==> config.mk <==
export PLATFORM = sky130hd
export DESIGN_NAME = list_item_relocate_unit_flat
export DESIGN_NICKNAME = d
export VERILOG_FILES = /design/src/hdl/lir_pkg.sv /design/src/hdl/lir_ifs.sv /design/src/hdl/list_item_relocate_unit.sv /design/src/hdl/lir_datapath.sv /design/src/hdl/lir_ctrl.sv /design/src/flat_wrapper.sv
export SDC_FILE = /design/constraint.sdc
export NUM_CORES = 1
export LEC_CHECK = 0
export ABC_AREA = 1
export BUFFER_PORTS_ARGS = -buffer_cell sky130_fd_sc_hd__buf_2
export CAP_MARGIN = 20
export CORE_MARGIN = 5
export CORE_UTILIZATION = 47
export CTS_CLUSTER_SIZE = 40
export DETAILED_ROUTE_END_ITERATION = 16
export GPL_TIMING_DRIVEN = 1
export SYNTH_ARGS = -nofsm -noshare
export SYNTH_HDL_FRONTEND = slang
export SYNTH_HIERARCHICAL = 1
export SYNTH_SLANG_ARGS = --single-unit
==> constraint.sdc <==
create_clock -name clk_i -period 3.7 [get_ports clk_i]
set_input_delay 0.555 -clock clk_i [delete_from_list [all_inputs] [get_ports clk_i]]
set_output_delay 0.555 -clock clk_i [all_outputs]
set_load 0.05 [all_outputs]
==> src/hdl/lir_pkg.sv <==
`default_nettype none
package lir_pkg;

  localparam int unsigned MaxItems = 16;
  localparam int unsigned IdxW     = 5;
  localparam int unsigned CntW     = 5;
  localparam int unsigned CmdW     = 2;
  localparam int unsigned StatW    = 2;

  typedef logic [IdxW-1:0]  idx_t;
  typedef logic [CntW-1:0]  cnt_t;
  typedef logic [CmdW-1:0]  cmd_t;
  typedef logic [StatW-1:0] status_t;

  localparam cmd_t CmdBefore = 2'd0;
  localparam cmd_t CmdAfter  = 2'd1;
  localparam cmd_t CmdRead   = 2'd2;

  localparam status_t StOk    = 2'd0;
  localparam status_t StRange = 2'd1;
  localparam status_t StSame  = 2'd2;

  // table read address source
  typedef enum logic [1:0] {
    RD_ZERO   = 2'd0,
    RD_X      = 2'd1,
    RD_Y      = 2'd2,
    RD_CURSOR = 2'd3
  } rd_sel_e;

  // table write pattern
  typedef enum logic [1:0] {
    WR_NONE   = 2'd0,
    WR_UNLINK = 2'd1,
    WR_LINK_A = 2'd2,
    WR_LINK_B = 2'd3
  } wr_sel_e;

  typedef struct packed {
    logic    capture;
    rd_sel_e rd_sel;
    wr_sel_e wr_sel;
    logic    latch_x;
    logic    latch_y;
    logic    walk_start;
    logic    walk_beat;
    logic    report;
  } lir_ctrl_t;

  typedef struct packed {
    logic is_read;
    logic move_ok;
    logic walk_last;
    logic out_free;
  } lir_stat_t;

  function automatic idx_t ring_next(idx_t i, cnt_t cnt);
    idx_t r;
    if (i == cnt) begin
      r = '0;
    end else if (i < cnt) begin
      r = i + idx_t'(1);
    end else begin
      r = '0;
    end
    return r;
  endfunction

  function automatic idx_t ring_prev(idx_t i, cnt_t cnt);
    idx_t r;
    if (i == '0) begin
      r = idx_t'(cnt);
    end else if (i <= cnt) begin
      r = i - idx_t'(1);
    end else begin
      r = '0;
    end
    return r;
  endfunction

endpackage
`default_nettype wire

==> src/hdl/lir_ifs.sv <==
`default_nettype none
interface lir_in_if;
  logic                 valid;
  logic                 ready;
  logic [1:0]           command;
  logic [4:0]           item_x;
  logic [4:0]           item_y;

  modport source (output valid, command, item_x, item_y, input ready);
  modport sink   (input valid, command, item_x, item_y, output ready);
endinterface

interface lir_out_if;
  logic                 valid;
  logic                 ready;
  logic [4:0]           item;
  logic                 last;
  logic [1:0]           status;

  modport source (output valid, item, last, status, input ready);
  modport sink   (input valid, item, last, status, output ready);
endinterface
`default_nettype wire

==> src/hdl/list_item_relocate_unit.sv <==
`default_nettype none
// Keeps an ordering of items 1..item_count as a doubly linked ring with a
// sentinel entry, and moves items within it or reads it out.
// in_ch: one beat per command (0 move X before Y, 1 move X after Y, 2 read).
// out_ch: a move gives one beat (item 0, last 1, status); a readout gives
//   item_count beats in list order, status 0, last on the final one.
// cfg_we_i/cfg_data_i: writes item_count (clamped to 1..16) and rebuilds the
//   order 1..item_count in the same cycle.
// Sequencing: a move walks decode, fetch X, unlink, fetch Y and two link
//   writes through the single read port and write port of each link table,
//   then reports its result; the block is idle again once it is loaded.
//   A rejected move goes from decode straight to the report. A readout
//   follows one link per cycle while the output register is free, and
//   gives one beat per link.
// One command is in flight at a time; in_ch.ready is high only when idle.
// The result sits in an output register; a stalled receiver holds the walk
//   or report until the register frees up.
// Reset: item_count 16, order 1..16, no result pending.
module list_item_relocate_unit (
  input  wire logic     clk_i,
  input  wire logic     rst_ni,
  input  wire logic     cfg_we_i,
  input  wire logic [4:0] cfg_data_i,
  lir_in_if.sink        in_ch,
  lir_out_if.source     out_ch
);

  lir_pkg::lir_ctrl_t ctrl;
  lir_pkg::lir_stat_t stat;

  lir_ctrl u_ctrl (
    .clk_i      (clk_i),
    .rst_ni     (rst_ni),
    .in_valid_i (in_ch.valid),
    .in_ready_o (in_ch.ready),
    .stat_i     (stat),
    .ctrl_o     (ctrl)
  );

  lir_datapath u_datapath (
    .clk_i        (clk_i),
    .rst_ni       (rst_ni),
    .cfg_we_i     (cfg_we_i),
    .cfg_data_i   (cfg_data_i),
    .command_i    (in_ch.command),
    .item_x_i     (in_ch.item_x),
    .item_y_i     (in_ch.item_y),
    .ctrl_i       (ctrl),
    .stat_o       (stat),
    .out_ready_i  (out_ch.ready),
    .out_valid_o  (out_ch.valid),
    .out_item_o   (out_ch.item),
    .out_last_o   (out_ch.last),
    .out_status_o (out_ch.status)
  );

endmodule
`default_nettype wire

==> src/hdl/lir_datapath.sv <==
`default_nettype none
module lir_datapath (
  input  wire logic                  clk_i,
  input  wire logic                  rst_ni,
  input  wire logic                  cfg_we_i,
  input  wire logic [4:0]            cfg_data_i,
  input  wire logic [1:0]            command_i,
  input  wire logic [4:0]            item_x_i,
  input  wire logic [4:0]            item_y_i,
  input  wire lir_pkg::lir_ctrl_t    ctrl_i,
  output lir_pkg::lir_stat_t         stat_o,
  input  wire logic                  out_ready_i,
  output logic                       out_valid_o,
  output logic [4:0]                 out_item_o,
  output logic                       out_last_o,
  output logic [1:0]                 out_status_o
);

  lir_pkg::idx_t    next_q [lir_pkg::MaxItems+1];
  lir_pkg::idx_t    prev_q [lir_pkg::MaxItems+1];
  lir_pkg::cnt_t    count_q;
  lir_pkg::cmd_t    cmd_q;
  lir_pkg::idx_t    x_q, y_q;
  lir_pkg::idx_t    pn_q, nn_q;     // neighbors of X before unlink
  lir_pkg::idx_t    p2_q, n2_q;     // insertion point
  lir_pkg::idx_t    cursor_q;
  lir_pkg::cnt_t    k_q;
  logic             out_valid_q;
  lir_pkg::idx_t    out_item_q;
  logic             out_last_q;
  lir_pkg::status_t out_status_q;

  lir_pkg::idx_t    rd_addr, next_rd, prev_rd;
  lir_pkg::idx_t    next_wa, next_wd, prev_wa, prev_wd;
  logic             wr_en;
  lir_pkg::cnt_t    cfg_cnt;
  logic             is_move, range_bad, out_load;
  lir_pkg::status_t res_status;

  always_comb begin
    unique case (ctrl_i.rd_sel)
      lir_pkg::RD_ZERO:   rd_addr = '0;
      lir_pkg::RD_X:      rd_addr = x_q;
      lir_pkg::RD_Y:      rd_addr = y_q;
      lir_pkg::RD_CURSOR: rd_addr = cursor_q;
      default:            rd_addr = '0;
    endcase
  end

  assign next_rd = next_q[rd_addr];
  assign prev_rd = prev_q[rd_addr];

  always_comb begin
    wr_en   = 1'b1;
    next_wa = pn_q;
    next_wd = nn_q;
    prev_wa = nn_q;
    prev_wd = pn_q;
    unique case (ctrl_i.wr_sel)
      lir_pkg::WR_NONE: begin
        wr_en = 1'b0;
      end
      lir_pkg::WR_UNLINK: begin
        next_wa = pn_q;
        next_wd = nn_q;
        prev_wa = nn_q;
        prev_wd = pn_q;
      end
      lir_pkg::WR_LINK_A: begin
        next_wa = p2_q;
        next_wd = x_q;
        prev_wa = n2_q;
        prev_wd = x_q;
      end
      lir_pkg::WR_LINK_B: begin
        next_wa = x_q;
        next_wd = n2_q;
        prev_wa = x_q;
        prev_wd = p2_q;
      end
      default: begin
        wr_en = 1'b0;
      end
    endcase
  end

  // written count is clamped to 1..MaxItems
  always_comb begin
    if (cfg_data_i == '0) begin
      cfg_cnt = lir_pkg::cnt_t'(1);
    end else if (cfg_data_i > lir_pkg::cnt_t'(lir_pkg::MaxItems)) begin
      cfg_cnt = lir_pkg::cnt_t'(lir_pkg::MaxItems);
    end else begin
      cfg_cnt = cfg_data_i;
    end
  end

  always_ff @(posedge clk_i or negedge rst_ni) begin
    if (!rst_ni) begin
      count_q <= lir_pkg::cnt_t'(lir_pkg::MaxItems);
      for (int i = 0; i <= lir_pkg::MaxItems; i++) begin
        next_q[i] <= lir_pkg::ring_next(lir_pkg::idx_t'(i), lir_pkg::cnt_t'(lir_pkg::MaxItems));
        prev_q[i] <= lir_pkg::ring_prev(lir_pkg::idx_t'(i), lir_pkg::cnt_t'(lir_pkg::MaxItems));
      end
    end else if (cfg_we_i) begin
      count_q <= cfg_cnt;
      for (int i = 0; i <= lir_pkg::MaxItems; i++) begin
        next_q[i] <= lir_pkg::ring_next(lir_pkg::idx_t'(i), cfg_cnt);
        prev_q[i] <= lir_pkg::ring_prev(lir_pkg::idx_t'(i), cfg_cnt);
      end
    end else if (wr_en) begin
      next_q[next_wa] <= next_wd;
      prev_q[prev_wa] <= prev_wd;
    end
  end

  assign is_move   = (cmd_q == lir_pkg::CmdBefore) || (cmd_q == lir_pkg::CmdAfter);
  assign range_bad = (x_q == '0) || (x_q > count_q) || (y_q == '0) || (y_q > count_q);

  // range check wins over X equals Y; unused command reports out of range
  always_comb begin
    if (!is_move || range_bad) begin
      res_status = lir_pkg::StRange;
    end else if (x_q == y_q) begin
      res_status = lir_pkg::StSame;
    end else begin
      res_status = lir_pkg::StOk;
    end
  end

  always_ff @(posedge clk_i) begin
    if (ctrl_i.capture) begin
      cmd_q <= command_i;
      x_q   <= item_x_i;
      y_q   <= item_y_i;
    end
    if (ctrl_i.latch_x) begin
      pn_q <= prev_rd;
      nn_q <= next_rd;
    end
    if (ctrl_i.latch_y) begin
      if (cmd_q == lir_pkg::CmdBefore) begin
        p2_q <= prev_rd;
        n2_q <= y_q;
      end else begin
        p2_q <= y_q;
        n2_q <= next_rd;
      end
    end
    if (ctrl_i.walk_start) begin
      cursor_q <= next_rd;
      k_q      <= '0;
    end else if (ctrl_i.walk_beat) begin
      cursor_q <= next_rd;
      k_q      <= k_q + lir_pkg::cnt_t'(1);
    end
    if (ctrl_i.walk_beat) begin
      out_item_q   <= cursor_q;
      out_last_q   <= stat_o.walk_last;
      out_status_q <= lir_pkg::StOk;
    end else if (ctrl_i.report) begin
      out_item_q   <= '0;
      out_last_q   <= 1'b1;
      out_status_q <= res_status;
    end
  end

  assign out_load = ctrl_i.walk_beat || ctrl_i.report;

  always_ff @(posedge clk_i or negedge rst_ni) begin
    if (!rst_ni) begin
      out_valid_q <= 1'b0;
    end else if (out_load) begin
      out_valid_q <= 1'b1;
    end else if (out_ready_i) begin
      out_valid_q <= 1'b0;
    end
  end

  assign stat_o.is_read   = (cmd_q == lir_pkg::CmdRead);
  assign stat_o.move_ok   = is_move && (res_status == lir_pkg::StOk);
  assign stat_o.walk_last = (k_q == (count_q - lir_pkg::cnt_t'(1)));
  assign stat_o.out_free  = !out_valid_q || out_ready_i;

  assign out_valid_o  = out_valid_q;
  assign out_item_o   = out_item_q;
  assign out_last_o   = out_last_q;
  assign out_status_o = out_status_q;

endmodule
`default_nettype wire

==> src/hdl/lir_ctrl.sv <==
`default_nettype none
module lir_ctrl (
  input  wire logic               clk_i,
  input  wire logic               rst_ni,
  input  wire logic               in_valid_i,
  output logic                    in_ready_o,
  input  wire lir_pkg::lir_stat_t stat_i,
  output lir_pkg::lir_ctrl_t      ctrl_o
);

  typedef enum logic [8:0] {
    S_IDLE    = 9'b000000001,
    S_DECODE  = 9'b000000010,
    S_FETCH_X = 9'b000000100,
    S_UNLINK  = 9'b000001000,
    S_FETCH_Y = 9'b000010000,
    S_LINK_A  = 9'b000100000,
    S_LINK_B  = 9'b001000000,
    S_REPORT  = 9'b010000000,
    S_WALK    = 9'b100000000
  } state_e;

  state_e state_q, state_d;

  always_comb begin
    state_d           = state_q;
    ctrl_o            = '0;
    ctrl_o.rd_sel     = lir_pkg::RD_ZERO;
    ctrl_o.wr_sel     = lir_pkg::WR_NONE;
    unique case (state_q)
      S_IDLE: begin
        if (in_valid_i) begin
          ctrl_o.capture = 1'b1;
          state_d        = S_DECODE;
        end
      end
      S_DECODE: begin
        ctrl_o.rd_sel = lir_pkg::RD_ZERO;
        if (stat_i.is_read) begin
          ctrl_o.walk_start = 1'b1;
          state_d           = S_WALK;
        end else if (stat_i.move_ok) begin
          state_d = S_FETCH_X;
        end else begin
          state_d = S_REPORT;
        end
      end
      S_FETCH_X: begin
        ctrl_o.rd_sel  = lir_pkg::RD_X;
        ctrl_o.latch_x = 1'b1;
        state_d        = S_UNLINK;
      end
      S_UNLINK: begin
        ctrl_o.wr_sel = lir_pkg::WR_UNLINK;
        state_d       = S_FETCH_Y;
      end
      S_FETCH_Y: begin
        // read Y's neighbor after the unlink has landed
        ctrl_o.rd_sel  = lir_pkg::RD_Y;
        ctrl_o.latch_y = 1'b1;
        state_d        = S_LINK_A;
      end
      S_LINK_A: begin
        ctrl_o.wr_sel = lir_pkg::WR_LINK_A;
        state_d       = S_LINK_B;
      end
      S_LINK_B: begin
        ctrl_o.wr_sel = lir_pkg::WR_LINK_B;
        state_d       = S_REPORT;
      end
      S_REPORT: begin
        if (stat_i.out_free) begin
          ctrl_o.report = 1'b1;
          state_d       = S_IDLE;
        end
      end
      S_WALK: begin
        ctrl_o.rd_sel = lir_pkg::RD_CURSOR;
        if (stat_i.out_free) begin
          ctrl_o.walk_beat = 1'b1;
          if (stat_i.walk_last) begin
            state_d = S_IDLE;
          end
        end
      end
      default: begin
        state_d = S_IDLE;
      end
    endcase
  end

  always_ff @(posedge clk_i or negedge rst_ni) begin
    if (!rst_ni) begin
      state_q <= S_IDLE;
    end else begin
      state_q <= state_d;
    end
  end

  assign in_ready_o = (state_q == S_IDLE);

endmodule
`default_nettype wire

==> src/flat_wrapper.sv <==
// flat-port wrapper written by rule: the top's interface ports become plain ports
module list_item_relocate_unit_flat 
  (clk_i, rst_ni, cfg_we_i, cfg_data_i, in_ch_valid, in_ch_command, in_ch_item_x, in_ch_item_y, in_ch_ready, out_ch_valid, out_ch_item, out_ch_last, out_ch_status, out_ch_ready);
  lir_in_if in_ch_i ();
  lir_out_if out_ch_i ();
  input  wire logic clk_i;
  input  wire logic rst_ni;
  input  wire logic cfg_we_i;
  input  wire logic [4:0] cfg_data_i;
  input wire logic [$bits(in_ch_i.valid)-1:0] in_ch_valid;
  input wire logic [$bits(in_ch_i.command)-1:0] in_ch_command;
  input wire logic [$bits(in_ch_i.item_x)-1:0] in_ch_item_x;
  input wire logic [$bits(in_ch_i.item_y)-1:0] in_ch_item_y;
  output wire logic [$bits(in_ch_i.ready)-1:0] in_ch_ready;
  output wire logic [$bits(out_ch_i.valid)-1:0] out_ch_valid;
  output wire logic [$bits(out_ch_i.item)-1:0] out_ch_item;
  output wire logic [$bits(out_ch_i.last)-1:0] out_ch_last;
  output wire logic [$bits(out_ch_i.status)-1:0] out_ch_status;
  input wire logic [$bits(out_ch_i.ready)-1:0] out_ch_ready;
  assign in_ch_i.valid = in_ch_valid;
  assign in_ch_i.command = in_ch_command;
  assign in_ch_i.item_x = in_ch_item_x;
  assign in_ch_i.item_y = in_ch_item_y;
  assign in_ch_ready = in_ch_i.ready;
  assign out_ch_valid = out_ch_i.valid;
  assign out_ch_item = out_ch_i.item;
  assign out_ch_last = out_ch_i.last;
  assign out_ch_status = out_ch_i.status;
  assign out_ch_i.ready = out_ch_ready;
  list_item_relocate_unit u_core (.clk_i(clk_i), .rst_ni(rst_ni), .cfg_we_i(cfg_we_i), .cfg_data_i(cfg_data_i), .in_ch(in_ch_i), .out_ch(out_ch_i));
endmodule
Yosys cells after proc, flatten, opt, wreduce, memory -nomap -nowiden:

Index checks and enable logic that the tools add are counted.

* register bits after elaboration: 235
* bits of input ports: 22
* output and inout port bits: 10

* add/subtract/negate cells: 2
* magnitude comparators: 40
* equality and inequality tests: 39
* mux-type cells: 102
* bitwise logic cells: 3
* reductions and logical operators: 24

Operator list (number)
* two-way mux 85 bit: 4
* bitwise mux 85 bit: 2
* two-way mux 4 bit: 24
* two-way mux 5 bit: 18
* one-hot mux 9 bit (9 select lines): 1
* binary-select mux 5 bit (select 5 bit): 2
* demux 5 bit (select 5 bit): 2
* two-way mux 9 bit: 5
* equality test 4 x 5 -> 1 bit, first input constant: 8
* <= comparator 4 x 5 -> 1 bit, first input constant: 8
* less-than comparator 4 x 5 -> 1 bit, first input constant: 8
* one-hot mux 5 bit (2 select lines): 4
* two-way mux 3 bit: 12
* equality test 3 x 5 -> 1 bit, first input constant: 4
* <= comparator 3 x 5 -> 1 bit, first input constant: 4
* logical NOT 5 bit: 4
* less-than comparator 3 x 5 -> 1 bit, first input constant: 4
* one-hot mux 5 bit (4 select lines): 1
* greater-or-equal comparator 6 bit, second input constant: 3
* inverter 5 -> 6 bit: 3
* two-way mux 1 bit: 16
* two-way mux 2 bit: 8
* less-than comparator 6 x 1 -> 1 bit, second input constant: 2
* one-hot mux 2 bit (3 select lines): 2
* other kinds (33): 61

Logic depth before layout (Yosys ltp):

* depth in word-level cells: 12
* depth in mapped cells: 22
* depth with buffers taken out: 20

Cells and area by module:

Netlist, hierarchy kept.

Modules (own cells, without submodules)
* lir_datapath: instances 1, cells each 1534, area each 12253.0 sq um
* lir_ctrl: instances 1, cells each 99, area each 680.7 sq um

Worst setup path before layout:

No wires, ideal clock.

* path type: register -> register
* from: reg u_core.u_ctrl.state_q[2]
* to: reg u_core.u_datapath.n2_q[0] (data pin)
* library setup time: 254 ps
* arrival: 2334 ps
* required time: 3446 ps
* setup slack: 1112 ps
* cell stages (with the launch flop): 20
* path buffers: 3
* cells stage by stage: dfrtp_1 -> nor2_4 -> nand2_2 -> nor3_2 -> inv_1 -> nand2_1 -> buf_2 -> inv_2 -> nand3_1 -> buf_4 -> clkbuf_1 -> nand4_1 -> nand3_1 -> nand2_1 -> nor2_1 -> nand2_1 -> nand3_1 -> nand2_1 -> nand2_1 -> nand2_1

RTL lines
* from (decl): RTL line lir_ctrl.sv:23 `state_e state_q, state_d;`
* from (signal assigned): RTL line lir_ctrl.sv:96 `state_q <= state_d;`
* to (signal assigned): RTL line lir_datapath.sv:144 `n2_q <= y_q;`
* to (signal assigned): RTL line lir_datapath.sv:147 `n2_q <= next_rd;`
* to (decl): RTL line lir_datapath.sv:25 `lir_pkg::idx_t p2_q, n2_q;`

==> impl_metrics.json <==
{
  "status": "complete, no violations",
  "io_pins": 32,
  "rsz0062_at_grt": "yes",
  "hold_ws_ns": 0.0892,
  "swShare": 0.307,
  "synth_cells": 1633,
  "syn_area_per_cell_um2": 7.92,
  "yosys_register_bits": 235,
  "period_needed_ns": 3.40,
  "p_leak_uw": 0.00644,
  "fin_nets": 1706,
  "end_kind": "flip-flop",
  "cts.sink_count": 235,
  "clock.fmax_ghz": 0.295,
  "cts_tree": "built",
  "grt_pass1_wl_um": 67200,
  "hp-class": "primary input to async pin",
  "yosysTopAreaCellShare": 0.226,
  "io_buffer_count": 31,
  "ys_warn_count": 6,
  "power.switching_uw": 2200,
  "routedWlPerCell_um": 21.2,
  "clock-root-buffer": "clkbuf_16",
  "syn_nets": 1667,
  "synth_compound_area_frac": 0.153,
  "drive_above_1_share": 0.155,
  "first_pass_iters": 6,
  "detail-route-antenna-nets": 0,
  "gp_routability_congestion": 0.981,
  "grt_max_degree": 92,
  "ys_types": 51,
  "synthMuxAreaShare": 0,
  "numCtsBuffers": 27,
  "p_clk_frac": 0.376,
  "synth.area.top_cells": "dfrtp_1 (23%), dfstp_2 (14%), nand2_1 (10%), edfxtp_1 (10%), inv_1 (6.8%)",
  "vias_per_cell": 5.85,
  "dieArea_um2": 30900,
  "synth_top_family_by_area": "simple AND/OR/NAND/NOR gates",
  "finalNonFillerCells": 2033,
  "synth_xor_xnor_area_share": 0.00813,
  "grt_pass1_vias": 11500,
  "dp_cells": 1984,
  "tns_ns": 0,
  "hold_violations": 0,
  "clockBufferDepth": 3,
  "crit_type": "flip-flop to flip-flop",
  "synth_fa_ha_area_frac": 0.0116,
  "p_comb_frac": 0.201,
  "fp.dieH_um": 176,
  "finalWirelength_um": 43100,
  "total_power_uw": 7170,
  "yosysSeqAreaShare": 0.475,
  "finalSetupViolCount": 0,
  "synthSimpleGateAreaFrac": 0.258,
  "start_kind": "flip-flop",
  "slew_headroom": 0.312,
  "fill_cells": 2606,
  "postCtsSetupBuffers": 0,
  "seq_power_share": 0.423,
  "path_clk_slew_ns": 0.06,
  "crit_arrival_ns": 3.80,
  "antenna_found_initial": 1,
  "maxCapViolations": 0,
  "grtUsageTotal": 0.278,
  "synth_area_um2": 12900,
  "synth_area_leader_cell": "dfrtp_1",
  "powerDensity_nw_per_um2": 494,
  "clk_latency_ns": 0.53,
  "fin_skew_ns": 0.00882,
  "power.internal_uw": 4970,
  "min_period_over_period": 0.918,
  "grt-ovfl-total": 0,
  "vias": 11900,
  "start_util": 0.479,
  "ir_drop_mv": 0.399,
  "dieWidth_um": 176,
  "hpwl_um": 30500,
  "drc": 0,
  "worstMarginPinSlew_ns": 1.02,
  "required_ns": 4.11,
  "rows": 60,
  "n_antenna_cell": 0,
  "finalMaxSlewViolations": 0,
  "core_area_um2": 27000,
  "drt_iter0_drc": 1374,
  "h-tree-depth": 1,
  "path_max_fanout": 11,
  "area_growth_syn_to_layout_pct": 12.2
}
[registers in the layout, indices dropped and copies added (netlist names)]
signal	count
u_core/u_datapath/pn_q	5
u_core/u_datapath/prev_q	85
u_core/u_datapath/out_valid_o	1
u_core/u_datapath/n2_q	5
u_core/u_datapath/out_item_o	5
u_core/u_datapath/cursor_q	5
u_core/u_datapath/y_q	5
u_core/u_datapath/k_q	5
u_core/u_datapath/cmd_q	2
u_core/u_datapath/nn_q	5
u_core/u_datapath/out_last_o	1
u_core/u_datapath/out_status_o	2
u_core/u_datapath/count_q	5
u_core/u_datapath/p2_q	5
u_core/u_ctrl/state_q	9
u_core/u_datapath/x_q	5
u_core/u_datapath/next_q	85
[synth_stat cells (all sizes together)]
| library cell | count |
|---|---|
| nand2 | 362 |
| inv | 247 |
| nand3 | 158 |
| o21ai | 146 |
| nor2 | 139 |
| dfrtp | 117 |
| o22ai | 90 |
| dfstp | 68 |
| nand4 | 57 |
| edfxtp | 43 |
| buf | 34 |
| clkbuf | 26 |
| o211ai | 25 |
| a31oi | 24 |
| a21oi | 20 |
| or2 | 13 |
| ha | 12 |
| nor3 | 10 |
| dfxtp | 7 |
| xor2 | 7 |
| xnor2 | 5 |
| a21o | 3 |
| clkinv | 3 |
| o21a | 3 |
| o21bai | 2 |
| o221ai | 2 |
| a311oi | 1 |
| a41oi | 1 |
| and2 | 1 |
| nand2b | 1 |
| nand3b | 1 |
| nor3b | 1 |
| nor4 | 1 |
| o22a | 1 |
| o311ai | 1 |
| o31ai | 1 |
[placed cells by master, fill, tap and decap left out, drive strengths merged]
| master | count |
|---|---|
| nand2b | 1 |
| edfxtp | 43 |
| dfxtp | 7 |
| nand2 | 362 |
| buf | 69 |
| nor3 | 10 |
| a41oi | 1 |
| o21a | 3 |
| a21oi | 20 |
| bufinv | 4 |
| o211ai | 25 |
| inv | 247 |
| and2 | 1 |
| a31oi | 24 |
| nor4 | 1 |
| xnor2 | 5 |
| o221ai | 2 |
| xor2 | 7 |
| dfstp | 68 |
| or2 | 13 |
| clkinvlp | 1 |
| nor2 | 139 |
| nand3b | 1 |
| o21ai | 146 |
| o31ai | 1 |
| nor3b | 1 |
| o22ai | 90 |
| ha | 12 |
| clkinv | 13 |
| dfrtp | 117 |
| a21o | 3 |
| o311ai | 1 |
| nand3 | 158 |
| nand4 | 57 |
| a311oi | 1 |
| clkbuf | 35 |
| o21bai | 2 |
| o22a | 1 |
[timing repair]
| action | CTS | global route |
|---|---|---|
| gates cloned | 0 | 0 |
| endpoints found under the setup margin | 25 | 25 |
| gates resized for setup | 1 | 3 |
| hold buffers | 0 | 0 |
[power by group through the flow]
| stage | logic, uW | clock network, uW | registers (uW) |
|---|---|---|---|
| floorplan | 959 | 0 | 3070 |
| global placement | 1410 | 0 | 3080 |
| detailed placement | 1420 | 0 | 3080 |
| CTS | 1430 | 2760 | 3040 |
| global route | 1600 | 2880 | 3050 |
| finish | 1440 | 2690 | 3040 |
[critical path, stage by stage, from the launching register on]
cell,delay [ns]
dfrtp_1,0.42
nor2_4,0.20
nand2_2,0.11
nor3_2,0.19
inv_1,0.11
nand2_1,0.35
nor2_1,0.15
nand2_1,0.09
nand3_1,0.10
nor2_1,0.61
inv_1,0.32
nor2_1,0.17
nor2_1,0.06
nand2_1,0.06
nand3_1,0.07
nand2_1,0.14
nand2_1,0.06
nand2_1,0.06
[cell families (layout without fill, tap and decap cells)]
| kind of cell | Yosys count | count (layout) |
|---|---|---|
| fa+ha+maj | 12 | 12 |
| compound gates | 320 | 320 |
| simple gates | 744 | 744 |
| xor+xnor | 12 | 12 |
| buf+inv | 310 | 369 |
| flops | 235 | 235 |
[layout make-up]
type | instances | area (um^2) | share of cell area
inverters | 250 | 942 | 0.0649
flip-flops and latches | 235 | 6150 | 0.423
well taps | 341 | 427 | 0.0294
clock buffers | 34 | 712 | 0.0491
repair buffers | 70 | 510 | 0.0352
multi-input cells | 1088 | 5610 | 0.386
clock inverters | 15 | 170 | 0.0117
[layer usage]
layer / vias to the layer above / wire, um / track usage
li1: 5555 / - / -
met1: 5681 / 18600 / 0.400
met2: 549 / 18900 / 0.421
met3: 102 / 3740 / 0.0517
met4: 0 / 1820 / 0.102
met5: - / 0 / 0
[worst paths after layout]
check	to	cells past startpoint	from	slack, ns
max in group asynchronous	u_core/u_datapath/next_q[40]	2	rst_ni	2.76
min reg2reg	u_core/u_datapath/out_status_o[1]	2	u_core/u_datapath/out_status_o[1]	0.45
max	u_core/u_datapath/n2_q[1]	17	u_core/u_ctrl/state_q[2]	0.30
min	u_core/u_datapath/prev_q[54]	1	rst_ni	0.09
min in group clk_i	u_core/u_datapath/cmd_q[0]	1	in_ch_command[0]	0.20
max reg2reg	u_core/u_datapath/n2_q[1]	17	u_core/u_ctrl/state_q[2]	0.30
[through the flow]
step / util / setup WS [ns] / area, um^2
after floorplan: - / 1.11 / 12900
after global routing: 0.537 / -0.00419 / 14500
after detailed placement: 0.504 / -0.156 / 13600
after CTS: 0.537 / 0.104 / 14500
final: 0.537 / 0.305 / 14500
after global placement: 0.504 / -0.0296 / 13600
No activity file was read; power rests on OpenSTA's default activity.
